==> src/hdl/esc_pkg.sv <==
`timescale 1ns / 1ps

package esc_pkg;

  localparam int unsigned CfgIdxW = 3;
  localparam int unsigned CfgDataW = 64;
  localparam int unsigned RawW = 20;
  localparam int unsigned ValW = 33;
  localparam int unsigned DivSteps = 32;

  typedef enum logic [CfgIdxW-1:0] {
    REG_TEMP      = 3'd0,
    REG_PRESS_LO  = 3'd1,
    REG_PRESS_MID = 3'd2,
    REG_PRESS_HI  = 3'd3,
    REG_HUM       = 3'd4
  } reg_idx_e;

  typedef enum logic [1:0] {
    KIND_TEMP  = 2'd0,
    KIND_PRESS = 2'd1,
    KIND_HUM   = 2'd2,
    KIND_NONE  = 2'd3
  } kind_e;

  typedef enum logic [1:0] {
    ST_OK       = 2'd0,
    ST_DIV_ZERO = 2'd1,
    ST_HUM_HIGH = 2'd2
  } status_e;

  typedef enum logic [1:0] {
    DIV_IDLE = 2'd0,
    DIV_RUN  = 2'd1,
    DIV_DONE = 2'd2
  } div_state_e;

  typedef struct packed {
    logic        start;
    logic [31:0] dividend;
    logic [31:0] divisor;
  } div_req_t;

  typedef struct packed {
    logic        done;
    logic [31:0] quotient;
  } div_rsp_t;

endpackage

==> src/hdl/esc_divider.sv <==
`timescale 1ns / 1ps

// restoring unsigned divider, one quotient bit per cycle
module esc_divider (
  input  logic              clk_i,
  input  logic              rst_ni,
  input  esc_pkg::div_req_t req_i,
  output esc_pkg::div_rsp_t rsp_o
);

  esc_pkg::div_state_e state_q, state_d;
  logic [5:0]  cnt_q, cnt_d;
  logic [31:0] quo_q, quo_d;
  logic [31:0] rem_q, rem_d;
  logic [31:0] den_q, den_d;
  logic [32:0] trial;

  always_ff @(posedge clk_i or negedge rst_ni) begin
    if (!rst_ni) begin
      state_q <= esc_pkg::DIV_IDLE;
      cnt_q   <= '0;
    end else begin
      state_q <= state_d;
      cnt_q   <= cnt_d;
    end
  end

  always_ff @(posedge clk_i) begin
    quo_q <= quo_d;
    rem_q <= rem_d;
    den_q <= den_d;
  end

  always_comb begin
    state_d = state_q;
    cnt_d   = cnt_q;
    quo_d   = quo_q;
    rem_d   = rem_q;
    den_d   = den_q;
    trial   = {rem_q, quo_q[31]} - {1'b0, den_q};
    case (state_q)
      esc_pkg::DIV_IDLE: begin
        if (req_i.start) begin
          quo_d   = req_i.dividend;
          den_d   = req_i.divisor;
          rem_d   = '0;
          cnt_d   = '0;
          state_d = esc_pkg::DIV_RUN;
        end
      end
      esc_pkg::DIV_RUN: begin
        if (!trial[32]) begin
          rem_d = trial[31:0];
          quo_d = {quo_q[30:0], 1'b1};
        end else begin
          rem_d = {rem_q[30:0], quo_q[31]};
          quo_d = {quo_q[30:0], 1'b0};
        end
        cnt_d = cnt_q + 6'd1;
        if (cnt_q == 6'(esc_pkg::DivSteps - 1)) state_d = esc_pkg::DIV_DONE;
      end
      esc_pkg::DIV_DONE: state_d = esc_pkg::DIV_IDLE;
      default: state_d = esc_pkg::DIV_IDLE;
    endcase
  end

  assign rsp_o.done     = (state_q == esc_pkg::DIV_DONE);
  assign rsp_o.quotient = quo_q;

endmodule

==> src/hdl/esc_core.sv <==
`timescale 1ns / 1ps

// step sequencer around one shared 32x32 multiplier
module esc_core (
  input  logic                          clk_i,
  input  logic                          rst_ni,
  input  logic                          start_i,
  input  logic [1:0]                    kind_i,
  input  logic [esc_pkg::RawW-1:0]      raw_i,
  input  logic [47:0]                   tcal_i,
  input  logic [63:0]                   pcal_lo_i,
  input  logic [63:0]                   pcal_mid_i,
  input  logic [15:0]                   pcal_hi_i,
  input  logic [63:0]                   hcal_i,
  output logic                          busy_o,
  output logic                          done_o,
  output logic [esc_pkg::ValW-1:0]      value_o,
  output logic [1:0]                    status_o
);

  logic [5:0]         step_q, step_d;
  logic               run_q, run_d;
  logic [1:0]         kind_q;
  logic signed [31:0] adc_q;
  logic signed [31:0] fine_q, fine_d;
  logic signed [31:0] r0_q, r1_q, r2_q, r3_q, r4_q;
  logic signed [31:0] r0_d, r1_d, r2_d, r3_d, r4_d;
  logic signed [31:0] ma, mb, prod;
  logic               done_q, done_d;
  logic [esc_pkg::ValW-1:0] val_q, val_d;
  logic [1:0]         st_q, st_d;
  esc_pkg::div_req_t  dreq;
  esc_pkg::div_rsp_t  drsp;

  logic signed [31:0] t1, t2, t3, p1, p2, p3, p4, p5, p6, p7, p8, p9;
  logic signed [31:0] h1, h2, h3, h4, h5, h6;
  logic signed [31:0] pct;

  assign t1 = {16'd0, tcal_i[15:0]};
  assign t2 = {{16{tcal_i[31]}}, tcal_i[31:16]};
  assign t3 = {{16{tcal_i[47]}}, tcal_i[47:32]};
  assign p1 = {16'd0, pcal_lo_i[15:0]};
  assign p2 = {{16{pcal_lo_i[31]}}, pcal_lo_i[31:16]};
  assign p3 = {{16{pcal_lo_i[47]}}, pcal_lo_i[47:32]};
  assign p4 = {{16{pcal_lo_i[63]}}, pcal_lo_i[63:48]};
  assign p5 = {{16{pcal_mid_i[15]}}, pcal_mid_i[15:0]};
  assign p6 = {{16{pcal_mid_i[31]}}, pcal_mid_i[31:16]};
  assign p7 = {{16{pcal_mid_i[47]}}, pcal_mid_i[47:32]};
  assign p8 = {{16{pcal_mid_i[63]}}, pcal_mid_i[63:48]};
  assign p9 = {{16{pcal_hi_i[15]}}, pcal_hi_i};
  assign h1 = {24'd0, hcal_i[7:0]};
  assign h2 = {{16{hcal_i[23]}}, hcal_i[23:8]};
  assign h3 = {24'd0, hcal_i[31:24]};
  assign h4 = {{20{hcal_i[43]}}, hcal_i[43:32]};
  assign h5 = {{20{hcal_i[55]}}, hcal_i[55:44]};
  assign h6 = {{24{hcal_i[63]}}, hcal_i[63:56]};

  // the one multiplier, low 32 bits only
  assign prod = ma * mb;

  esc_divider u_div (
    .clk_i  (clk_i),
    .rst_ni (rst_ni),
    .req_i  (dreq),
    .rsp_o  (drsp)
  );

  always_ff @(posedge clk_i or negedge rst_ni) begin
    if (!rst_ni) begin
      step_q <= '0;
      run_q  <= 1'b0;
      done_q <= 1'b0;
      fine_q <= '0;
    end else begin
      step_q <= step_d;
      run_q  <= run_d;
      done_q <= done_d;
      fine_q <= fine_d;
    end
  end

  always_ff @(posedge clk_i) begin
    if (start_i && !run_q) begin
      kind_q <= kind_i;
      adc_q  <= (kind_i == esc_pkg::KIND_HUM) ? {16'd0, raw_i[15:0]} : {12'd0, raw_i};
    end
    r0_q  <= r0_d;
    r1_q  <= r1_d;
    r2_q  <= r2_d;
    r3_q  <= r3_d;
    r4_q  <= r4_d;
    val_q <= val_d;
    st_q  <= st_d;
  end

  assign pct = r0_q >>> 22;

  always_comb begin
    step_d = step_q;
    run_d  = run_q;
    done_d = 1'b0;
    fine_d = fine_q;
    r0_d = r0_q; r1_d = r1_q; r2_d = r2_q; r3_d = r3_q; r4_d = r4_q;
    val_d = val_q;
    st_d  = st_q;
    ma = '0;
    mb = '0;
    dreq.start    = 1'b0;
    dreq.dividend = r1_q;
    dreq.divisor  = r0_q;
    if (!run_q) begin
      if (start_i) begin
        run_d  = 1'b1;
        step_d = '0;
      end
    end else begin
      step_d = step_q + 6'd1;
      case (kind_q)
        esc_pkg::KIND_TEMP: begin
          case (step_q)
            6'd0: begin
              ma = (adc_q >>> 3) - (t1 <<< 1); mb = t2;
              r0_d = prod >>> 11;
            end
            6'd1: begin
              ma = (adc_q >>> 4) - t1; mb = (adc_q >>> 4) - t1;
              r1_d = prod >>> 12;
            end
            6'd2: begin
              ma = r1_q; mb = t3;
              fine_d = r0_q + (prod >>> 14);
            end
            default: begin
              ma = fine_q; mb = 32'sd5;
              r0_d  = (prod + 32'sd128) >>> 8;
              val_d = {r0_d[31], r0_d};
              st_d  = esc_pkg::ST_OK;
              run_d = 1'b0; done_d = 1'b1;
            end
          endcase
        end
        esc_pkg::KIND_PRESS: begin
          case (step_q)
            6'd0: begin
              r0_d = (fine_q >>> 1) - 32'sd64000;
            end
            6'd1: begin
              ma = r0_q >>> 2; mb = r0_q >>> 2;
              r1_d = prod;  // sq
            end
            6'd2: begin
              ma = r1_q >>> 11; mb = p6;
              r2_d = prod;
            end
            6'd3: begin
              ma = r0_q; mb = p5;
              r2_d = ((r2_q + (prod <<< 1)) >>> 2) + (p4 <<< 16);
            end
            6'd4: begin
              ma = p3; mb = r1_q >>> 13;
              r3_d = prod >>> 3;
            end
            6'd5: begin
              ma = p2; mb = r0_q;
              r3_d = (r3_q + (prod >>> 1)) >>> 18;
            end
            6'd6: begin
              ma = 32'sd32768 + r3_q; mb = p1;
              r0_d = prod >>> 15;  // divisor
              r1_d = 32'sd1048576 - adc_q - (r2_q >>> 12);
            end
            6'd7: begin
              ma = r1_q; mb = 32'sd3125;
              r1_d = prod;
              if (r0_q == 0) begin
                val_d = '0; st_d = esc_pkg::ST_DIV_ZERO;
                run_d = 1'b0; done_d = 1'b1;
              end
            end
            6'd8: begin
              r4_d = {31'd0, r1_q[31]};
              if (!r1_q[31]) r1_d = r1_q <<< 1;
              dreq.start    = 1'b1;
              dreq.dividend = r1_q[31] ? r1_q : (r1_q <<< 1);
            end
            6'd9: begin
              step_d = step_q;
              if (drsp.done) begin
                step_d = 6'd10;
                r1_d = r4_q[0] ? (drsp.quotient <<< 1) : drsp.quotient;
              end
            end
            6'd10: begin
              ma = {3'd0, r1_q[31:3]}; mb = {3'd0, r1_q[31:3]};
              r2_d = {13'd0, prod[31:13]};
            end
            6'd11: begin
              ma = p9; mb = r2_q;
              r3_d = prod >>> 12;
            end
            6'd12: begin
              ma = {2'd0, r1_q[31:2]}; mb = p8;
              r3_d = r1_q + ((r3_q + (prod >>> 13) + p7) >>> 4);
            end
            default: begin
              val_d = {1'b0, r3_q}; st_d = esc_pkg::ST_OK;
              run_d = 1'b0; done_d = 1'b1;
            end
          endcase
        end
        esc_pkg::KIND_HUM: begin
          case (step_q)
            6'd0: begin
              r0_d = fine_q - 32'sd76800;
            end
            6'd1: begin
              ma = h5; mb = r0_q;
              r1_d = ((((adc_q <<< 14) - (h4 <<< 20)) - prod) + 32'sd16384) >>> 15;
            end
            6'd2: begin
              ma = r0_q; mb = h6;
              r2_d = prod >>> 10;
            end
            6'd3: begin
              ma = r0_q; mb = h3;
              r3_d = (prod >>> 11) + 32'sd32768;
            end
            6'd4: begin
              ma = r2_q; mb = r3_q;
              r2_d = (prod >>> 10) + 32'sd2097152;
            end
            6'd5: begin
              ma = r2_q; mb = h2;
              r2_d = (prod + 32'sd8192) >>> 14;
            end
            6'd6: begin
              ma = r1_q; mb = r2_q;
              r0_d = prod;  // x
            end
            6'd7: begin
              ma = r0_q >>> 15; mb = r0_q >>> 15;
              r3_d = prod >>> 7;
            end
            6'd8: begin
              ma = r3_q; mb = h1;
              r0_d = r0_q - (prod >>> 4);
              if (r0_d < 0) r0_d = '0;
              if (r0_d > 32'sd419430400) r0_d = 32'sd419430400;
            end
            default: begin
              val_d = {1'b0, pct};
              st_d  = (pct > 32'sd99) ? esc_pkg::ST_HUM_HIGH : esc_pkg::ST_OK;
              run_d = 1'b0; done_d = 1'b1;
            end
          endcase
        end
        default: begin
          val_d = '0; st_d = esc_pkg::ST_OK;
          run_d = 1'b0; done_d = 1'b1;
        end
      endcase
    end
  end

  assign busy_o   = run_q;
  assign done_o   = done_q;
  assign value_o  = val_q;
  assign status_o = st_q;

endmodule

==> src/hdl/env_sensor_compensation.sv <==
`timescale 1ns / 1ps
// throughput: one word at a time; the next word is taken once the result
// sits in the output register and that register is free or being read;
// pressure words wait longest, on the 32-step divider loop
// reset: asynchronous active low; calibration and fine temperature clear to zero
module env_sensor_compensation (
  input  logic        clk_i,
  input  logic        rst_ni,
  input  logic        s_axis_tvalid,
  output logic        s_axis_tready,
  input  logic [23:0] s_axis_tdata,   // raw_sample[19:0]
  input  logic [1:0]  s_axis_tuser,   // req_type[1:0]
  output logic        m_axis_tvalid,
  input  logic        m_axis_tready,
  output logic [39:0] m_axis_tdata,   // compensated_value[32:0]
  output logic [1:0]  m_axis_tuser,   // status[1:0]
  input  logic        cfg_valid_i,
  output logic        cfg_ready_o,
  input  logic [esc_pkg::CfgIdxW-1:0]  cfg_index_i,
  input  logic [esc_pkg::CfgDataW-1:0] cfg_data_i
);

  logic [47:0] tcal_q;
  logic [63:0] plo_q, pmid_q, hcal_q;
  logic [15:0] phi_q;
  logic        busy, done, start, ovalid_q;
  logic [esc_pkg::ValW-1:0] value, oval_q;
  logic [1:0]  status, ost_q;

  assign cfg_ready_o = 1'b1;

  always_ff @(posedge clk_i or negedge rst_ni) begin
    if (!rst_ni) begin
      tcal_q <= '0; plo_q <= '0; pmid_q <= '0; phi_q <= '0; hcal_q <= '0;
    end else if (cfg_valid_i) begin
      case (cfg_index_i)
        esc_pkg::REG_TEMP:      tcal_q <= cfg_data_i[47:0];
        esc_pkg::REG_PRESS_LO:  plo_q  <= cfg_data_i;
        esc_pkg::REG_PRESS_MID: pmid_q <= cfg_data_i;
        esc_pkg::REG_PRESS_HI:  phi_q  <= cfg_data_i[15:0];
        esc_pkg::REG_HUM:       hcal_q <= cfg_data_i;
        default: ;
      endcase
    end
  end

  // a new word waits until the output register is free
  assign s_axis_tready = !busy && !done && (!ovalid_q || m_axis_tready);
  assign start = s_axis_tvalid && s_axis_tready;

  esc_core u_core (
    .clk_i      (clk_i),
    .rst_ni     (rst_ni),
    .start_i    (start),
    .kind_i     (s_axis_tuser),
    .raw_i      (s_axis_tdata[esc_pkg::RawW-1:0]),
    .tcal_i     (tcal_q),
    .pcal_lo_i  (plo_q),
    .pcal_mid_i (pmid_q),
    .pcal_hi_i  (phi_q),
    .hcal_i     (hcal_q),
    .busy_o     (busy),
    .done_o     (done),
    .value_o    (value),
    .status_o   (status)
  );

  always_ff @(posedge clk_i or negedge rst_ni) begin
    if (!rst_ni) begin
      ovalid_q <= 1'b0;
    end else if (done) begin
      ovalid_q <= 1'b1;
    end else if (m_axis_tready) begin
      ovalid_q <= 1'b0;
    end
  end

  always_ff @(posedge clk_i) begin
    if (done) begin
      oval_q <= value;
      ost_q  <= status;
    end
  end

  assign m_axis_tvalid = ovalid_q;
  assign m_axis_tdata  = {7'd0, oval_q};
  assign m_axis_tuser  = ost_q;

endmodule

==> config.mk <==
export PLATFORM = sky130hd
export DESIGN_NAME = env_sensor_compensation
export DESIGN_NICKNAME = d
export VERILOG_FILES = /design/src/hdl/esc_pkg.sv /design/src/hdl/esc_divider.sv /design/src/hdl/esc_core.sv /design/src/hdl/env_sensor_compensation.sv
export SDC_FILE = /design/constraint.sdc
export NUM_CORES = 2
export LEC_CHECK = 0
export BUFFER_PORTS_ARGS = -buffer_cell sky130_fd_sc_hd__buf_2
export CAP_MARGIN = 20
export CORE_MARGIN = 3
export CORE_UTILIZATION = 49
export CTS_BUF_LIST = sky130_fd_sc_hd__clkbuf_8
export DETAILED_ROUTE_END_ITERATION = 10
export SLEW_MARGIN = 20
export SYNTH_ARGS = -nofsm -noshare
export SYNTH_HDL_FRONTEND = slang
export SYNTH_SLANG_ARGS = --single-unit
==> constraint.sdc <==
create_clock -name clk_i -period 20.1 [get_ports clk_i]
set_input_delay 1.005 -clock clk_i [delete_from_list [all_inputs] [get_ports clk_i]]
set_output_delay 1.005 -clock clk_i [all_outputs]
set_load 0.03 [all_outputs]
==> Word level (Yosys, flattened, before mapping) <==
Cells that the tools add are included.
{ "op_classes": {"addsub": 25, "mul": 1, "magnitude_cmp": 3, "eq_ne": 40, "muxes": 77, "reduce_logical": 41} }
{ "ops": {"columns": ["op", "count"], "rows": [
  ["$pmux 32 s3", 9],
  ["$pmux 32 s10", 2],
  ["$mux 32", 15],
  ["$pmux 32 s2", 7],
  ["$pmux 32 s4", 2],
  ["$pmux 32 s8", 1],
  ["$mux 33", 6],
  ["$pmux 32 s6", 1],
  ["$pmux 33 s3", 1],
  ["$pmux 33 s2", 1],
  ["$sub 32x32->32", 2],
  ["$mux 6", 6],
  ["$sub 33x32->33", 1],
  ["$add 17x32->32 const A", 1],
  ["$add 30x32->32", 1],
  ["$add 32x15->32 const B", 1],
  ["$add 32x16->32", 1],
  ["$add 32x16->32 const B", 1],
  ["$add 32x18->32", 1],
  ["$add 32x19->32", 1],
  ["$add 32x28->32", 1],
  ["$add 32x31->32", 1],
  ["$add 32x32->32", 1],
  ["$add 32x9->32 const B", 1],
  ["59 further kinds", 122]
]} }
{ "totals": {"regBits": 622, "input_bits": 98, "out_inout_bits": 45, "word_cells": 214} }

==> Longest topological paths before layout <==
{ "depth": {"ltp_word": 16, "ltp_mapped": 70, "ltp_nobuf": 65} }

==> Modules after synthesis <==
A second synthesis with hierarchy kept.
{ "hier_totals": {"cells_unflattened": 7455, "area_unflattened_um2": 67991.5} }
{ "by_module_without_submodules": {"columns": ["mod", "n_inst", "cells_each", "area_each_um2"], "rows": [
  ["esc_core", 1, 6271, 50921.3],
  ["env_sensor_compensation", 1, 594, 11103.1],
  ["esc_divider", 1, 590, 5967.0]
]} }

==> Least setup slack after synthesis <==
OpenSTA, ideal clock, no wires.
{ "synth_timing": {"path_kind": "register to register", "from": "register u_core.step_q[0]", "to": "register u_core.r3_q[31], data pin", "setup_ns": 0.254, "t_arrival_ns": 15.533, "required_ns": 19.846, "setup_slack_ns": 4.313, "stages_incl_launch_ff": 67, "path_buffers": 8, "synth_period_minus_slack_ns": 15.787, "cell_sequence": "dfrtp_1 inv_1 ha_1 buf_6 or2_1 buf_2 and3_4 buf_6 o41ai_4 buf_6 buf_6 a31oi_1 a221o_1 nor4_2 nand2b_1 clkbuf_1 nor2_1 fa_1 [... 31 more ...] a221oi_1 o21ai_0 nor2_1 a21oi_1 and2_1 o21a_1 nor2_1 ha_1 a21o_1 or3b_2 o211a_1 a21oi_1 o21ai_0 a221o_1 a21oi_1 xor2_1 xnor2_1 a21o_1"} }
{ "synth_between": {"elab_chain_len": 11} }
{ "synth_rtl": {"columns": ["element", "line_no", "text"], "rows": [
  ["start: declaration", "esc_core.sv:21", "logic [5:0] step_q, step_d;"],
  ["start signal: assignment", "esc_core.sv:75", "step_q <= step_d;"],
  ["$eq 6x3->1 (tied with other cells)", "esc_core.sv:143, esc_core.sv:212", null],
  ["$reduce_or 2->1 (no source line)", null, null],
  ["$pmux 32 s6", "esc_core.sv:212", "case (step_q)"],
  ["$pmux 32 s3", "esc_core.sv:118", "case (kind_q)"],
  ["$mux 32", "esc_core.sv:111", "if (!run_q) begin"],
  ["$mul 32x32->32", "esc_core.sv:59", "assign prod = ma * mb;"],
  ["$add 32x19->32", "esc_core.sv:203", "r3_d = r1_q + ((r3_q + (prod >>> 13) + p7) >>> 4);"],
  ["$add 32x16->32", "esc_core.sv:203", null],
  ["$add 32x28->32", "esc_core.sv:203", null],
  ["$pmux 32 s4", "esc_core.sv:143", "case (step_q)"],
  ["$pmux 32 s2 (*)", "esc_core.sv:118", null],
  ["end signal: assignment", "esc_core.sv:90", "r3_q <= r3_d;"],
  ["end: declaration", "esc_core.sv:26", "logic signed [31:0] r0_q, r1_q, r2_q, r3_q, r4_q;"]
]} }
Mark *: on every way between the ends. The rest lies on a longest branch, timed or not.
A chain may end at the register's enable or synchronous reset.

==> Worst setup path after layout <==
Same ends and word-level chain as after synthesis.

==> impl_metrics.tcl <==
set metrics [dict create \
    crit_path_max_cell_delay_ns 0.90 \
    synth_top_flop_cell "edfxtp_1" \
    regArea_sq_mm 0.0172 \
    initial_util_pct 49.4 \
    clock-skew-final_ns 0.147 \
    clk_path_buf_depth 3 \
    port_buffers 130 \
    async_reset_ff_share_pct 49.0 \
    finalCriticalPeriod_ns 18.10 \
    wirelength_um 340000 \
    synthesis.instances 7396 \
    gp_routability_congestion 1.09 \
    pin_count_of_the_biggest_net_entering_global_routing 86 \
    crit_path_max_fanout 34 \
    setup.worst_path.end_class "flop" \
    grtUsageTotal_pct 47.2 \
    num_vias 64100 \
    avgViaCountPerCell 6.82 \
    synth_cell_types 113 \
    htree_num_levels 3 \
    clkLatencyLatePin_ns 0.95 \
    crit_path_top_delay_cell "xnor2_2" \
    netlist.area_leader.share_pct 14.2 \
    tritoncts_sink_count 622 \
    wire_per_inst_um 36.2 \
    finalMaxSlewViolations 0 \
    path_delay_family "adder cells" \
    fp.dieArea_sq_mm 0.141 \
    drv.max_cap_violation_count 0 \
    yosys.cell_count.top_type "inv_1" \
    clk_pin_slew_ns 0.06 \
    die_h_um 376 \
    final_hold_vios 0 \
    die_w_um 376 \
    synth.ff_latch_count 622 \
    core_area_sq_mm 0.136 \
    post-synth-top-area-cell "edfxtp_1" \
    final.setup.tns_ns 0 \
    outcome "finished, violations left" \
    violations "DRC" \
    worst_slew_pin_slew_ns 1.27 \
    num-nets-final 8544 \
    first_global_vias 61000 \
    cp_data_required_time_ns 20.76 \
    cts_buffer_count 116 \
    cts.repair.resized 0 \
    synth_area_leaders "edfxtp_1 (14%), fa_1 (14%), dfrtp_1 (11%)" \
    cts_hold_buffers 0 \
    drtPass1Iterations 11 \
    detailedRoute.firstIterationViolations 10100 \
    dp_slack_ns 2.58 \
    mappedNetlistArea_sq_mm 0.0670 \
    post_route_cells_drive_above_1_share_pct 14.1 \
    io_pins 143 \
    fmaxAchievable_mhz 55.2 \
    drt_drc_violations_left 19 \
    part_of_the_cycle_the_worst_path_needs_pct 90.1 \
    multi_input_comb_area_sq_mm 0.0453 \
    initial_antenna_violation_count 43 \
    worst-path-buf-inv 10 \
    area_overhead_vs_synth_pct 9.54 \
    cts_setup_buffers 0 \
    grt_pass1_wl_um 470000 \
    synth_enable_flop_cells 317 \
    slew-limit-headroom_pct 15.6 \
    worst_min_delay_path_class "input port to asynchronous set/reset pin" \
    synth-seq-area-share_pct 25.6 \
    fin_ws_ns 2.00 \
    path_common_cell "fa_1" \
    crit_path_start_kind "flop" \
    setup_violations 0 \
    std_cell_rows 135 \
    setup_repair_after_global_routing_missed_its_margin "false" \
    postRouteAntennaNets 0 \
    fillCellCount 12700 \
    clock_tree_from_tritoncts "done" \
    dp_hpwl_um 256000 \
    syn_area_per_cell_sq_um 9.06 \
    top_post_synthesis_cells_by_count "inv_1 (797), nor2_1 (643), ha_1 (505)" \
    grt-ovfl-total 0 \
    arrival_ns 18.76 \
    path_class "flop to flop" \
    cts-root-buf "clkbuf_8" \
    yosysWarningCount 0 \
]
==> metal layers <==
metal	track usage (%)	share of wire, %	vias to the layer above
met5	0	0.079	-
met4	34.5	9.0	40
met3	19.3	14	1342
met2	65.0	40	4975
met1	59.1	37	31400
li1	-	-	26300
==> per-stage QoR <==
stage | utilization [%] | instance area (sq um) | hold slack [ns] | instances
2_1_floorplan | - | 67000 | 0.400 | 7402
3_3_place_gp | 52.1 | 70700 | 0.403 | 9146
3_5_place_dp | 52.1 | 70700 | 0.405 | 9146
4_1_cts | 54.0 | 73300 | 0.0772 | 9365
5_1_grt | 54.1 | 73400 | 0.146 | 9375
6_report | 54.1 | 73400 | 0.103 | 9396
==> flip-flops by register name, indices dropped and copies added (netlist names), 16 cells and up <==
| signal | flops |
|---|---|
| phi_q | 16 |
| u_core.r1_q | 32 |
| u_core.r3_q | 32 |
| u_core.adc_q | 20 |
| u_core.r2_q | 32 |
| pmid_q | 64 |
| u_core.r0_q | 32 |
| oval_q | 33 |
| hcal_q | 64 |
| u_core.value_o | 33 |
| tcal_q | 48 |
| plo_q | 64 |
| u_core.u_div.den_q | 32 |
| u_core.u_div.rem_q | 32 |
| u_core.fine_q | 32 |
| u_core.u_div.quo_q | 32 |
==> cell usage in the layout (no fill, tap or decap), types with 128 or more instances in the layout <==
cell type and n:
mux2i_1 128, a22oi_1 216, dfrtp_1 304, fa_1 454, a21oi_1 384, buf_4 301, ha_1 503, buf_2 129
o21ai_0 374, edfxtp_1 317, inv_1 825, nand2_1 459, xnor2_1 285, clkbuf_8 144, mux2_2 231, nor2_1 636
==> logic make-up after synthesis <==
family / Yosys count / synth area share, %
other cells: 2 / 0.0112
flops: 622 / 25.6
fa+ha+maj: 960 / 23.0
xor+xnor: 420 / 5.61
compound gates: 1877 / 19.1
buf+inv: 1276 / 7.50
simple gates: 1880 / 13.4
mux: 359 / 5.79
==> layout make-up <==
type                       instances  area share, %
antenna                           27         0.0920
clock buffer                     144           2.70
clock inverter                    75          0.857
inverter                         805           4.12
multi-input combinational       5504           61.7
sequential                       622           23.4
tap                             1781           3.04
timing repair buffer             438           4.13
==> worst paths after layout <==
| path | slack (ns) | cells after the start | endpoint | start |
|---|---|---|---|---|
| max reg2reg | 2.00 | 63 | u_core.r3_q[31] | u_core.step_q[0] |
| min reg2reg | 0.41 | 0 | oval_q[27] | u_core.value_o[27] |
| max | 2.00 | 63 | u_core.r3_q[31] | u_core.step_q[0] |
| min | 0.10 | 1 | tcal_q[15] | rst_ni |
| min in group clk_i | 0.22 | 1 | u_core.adc_q[7] | s_axis_tdata[7] |
| max in group asynchronous | 17.59 | 3 | u_core.done_o | rst_ni |
Power is not shown: default switching activity piles up to over one toggle a cycle in this logic, so the estimate is an artifact.
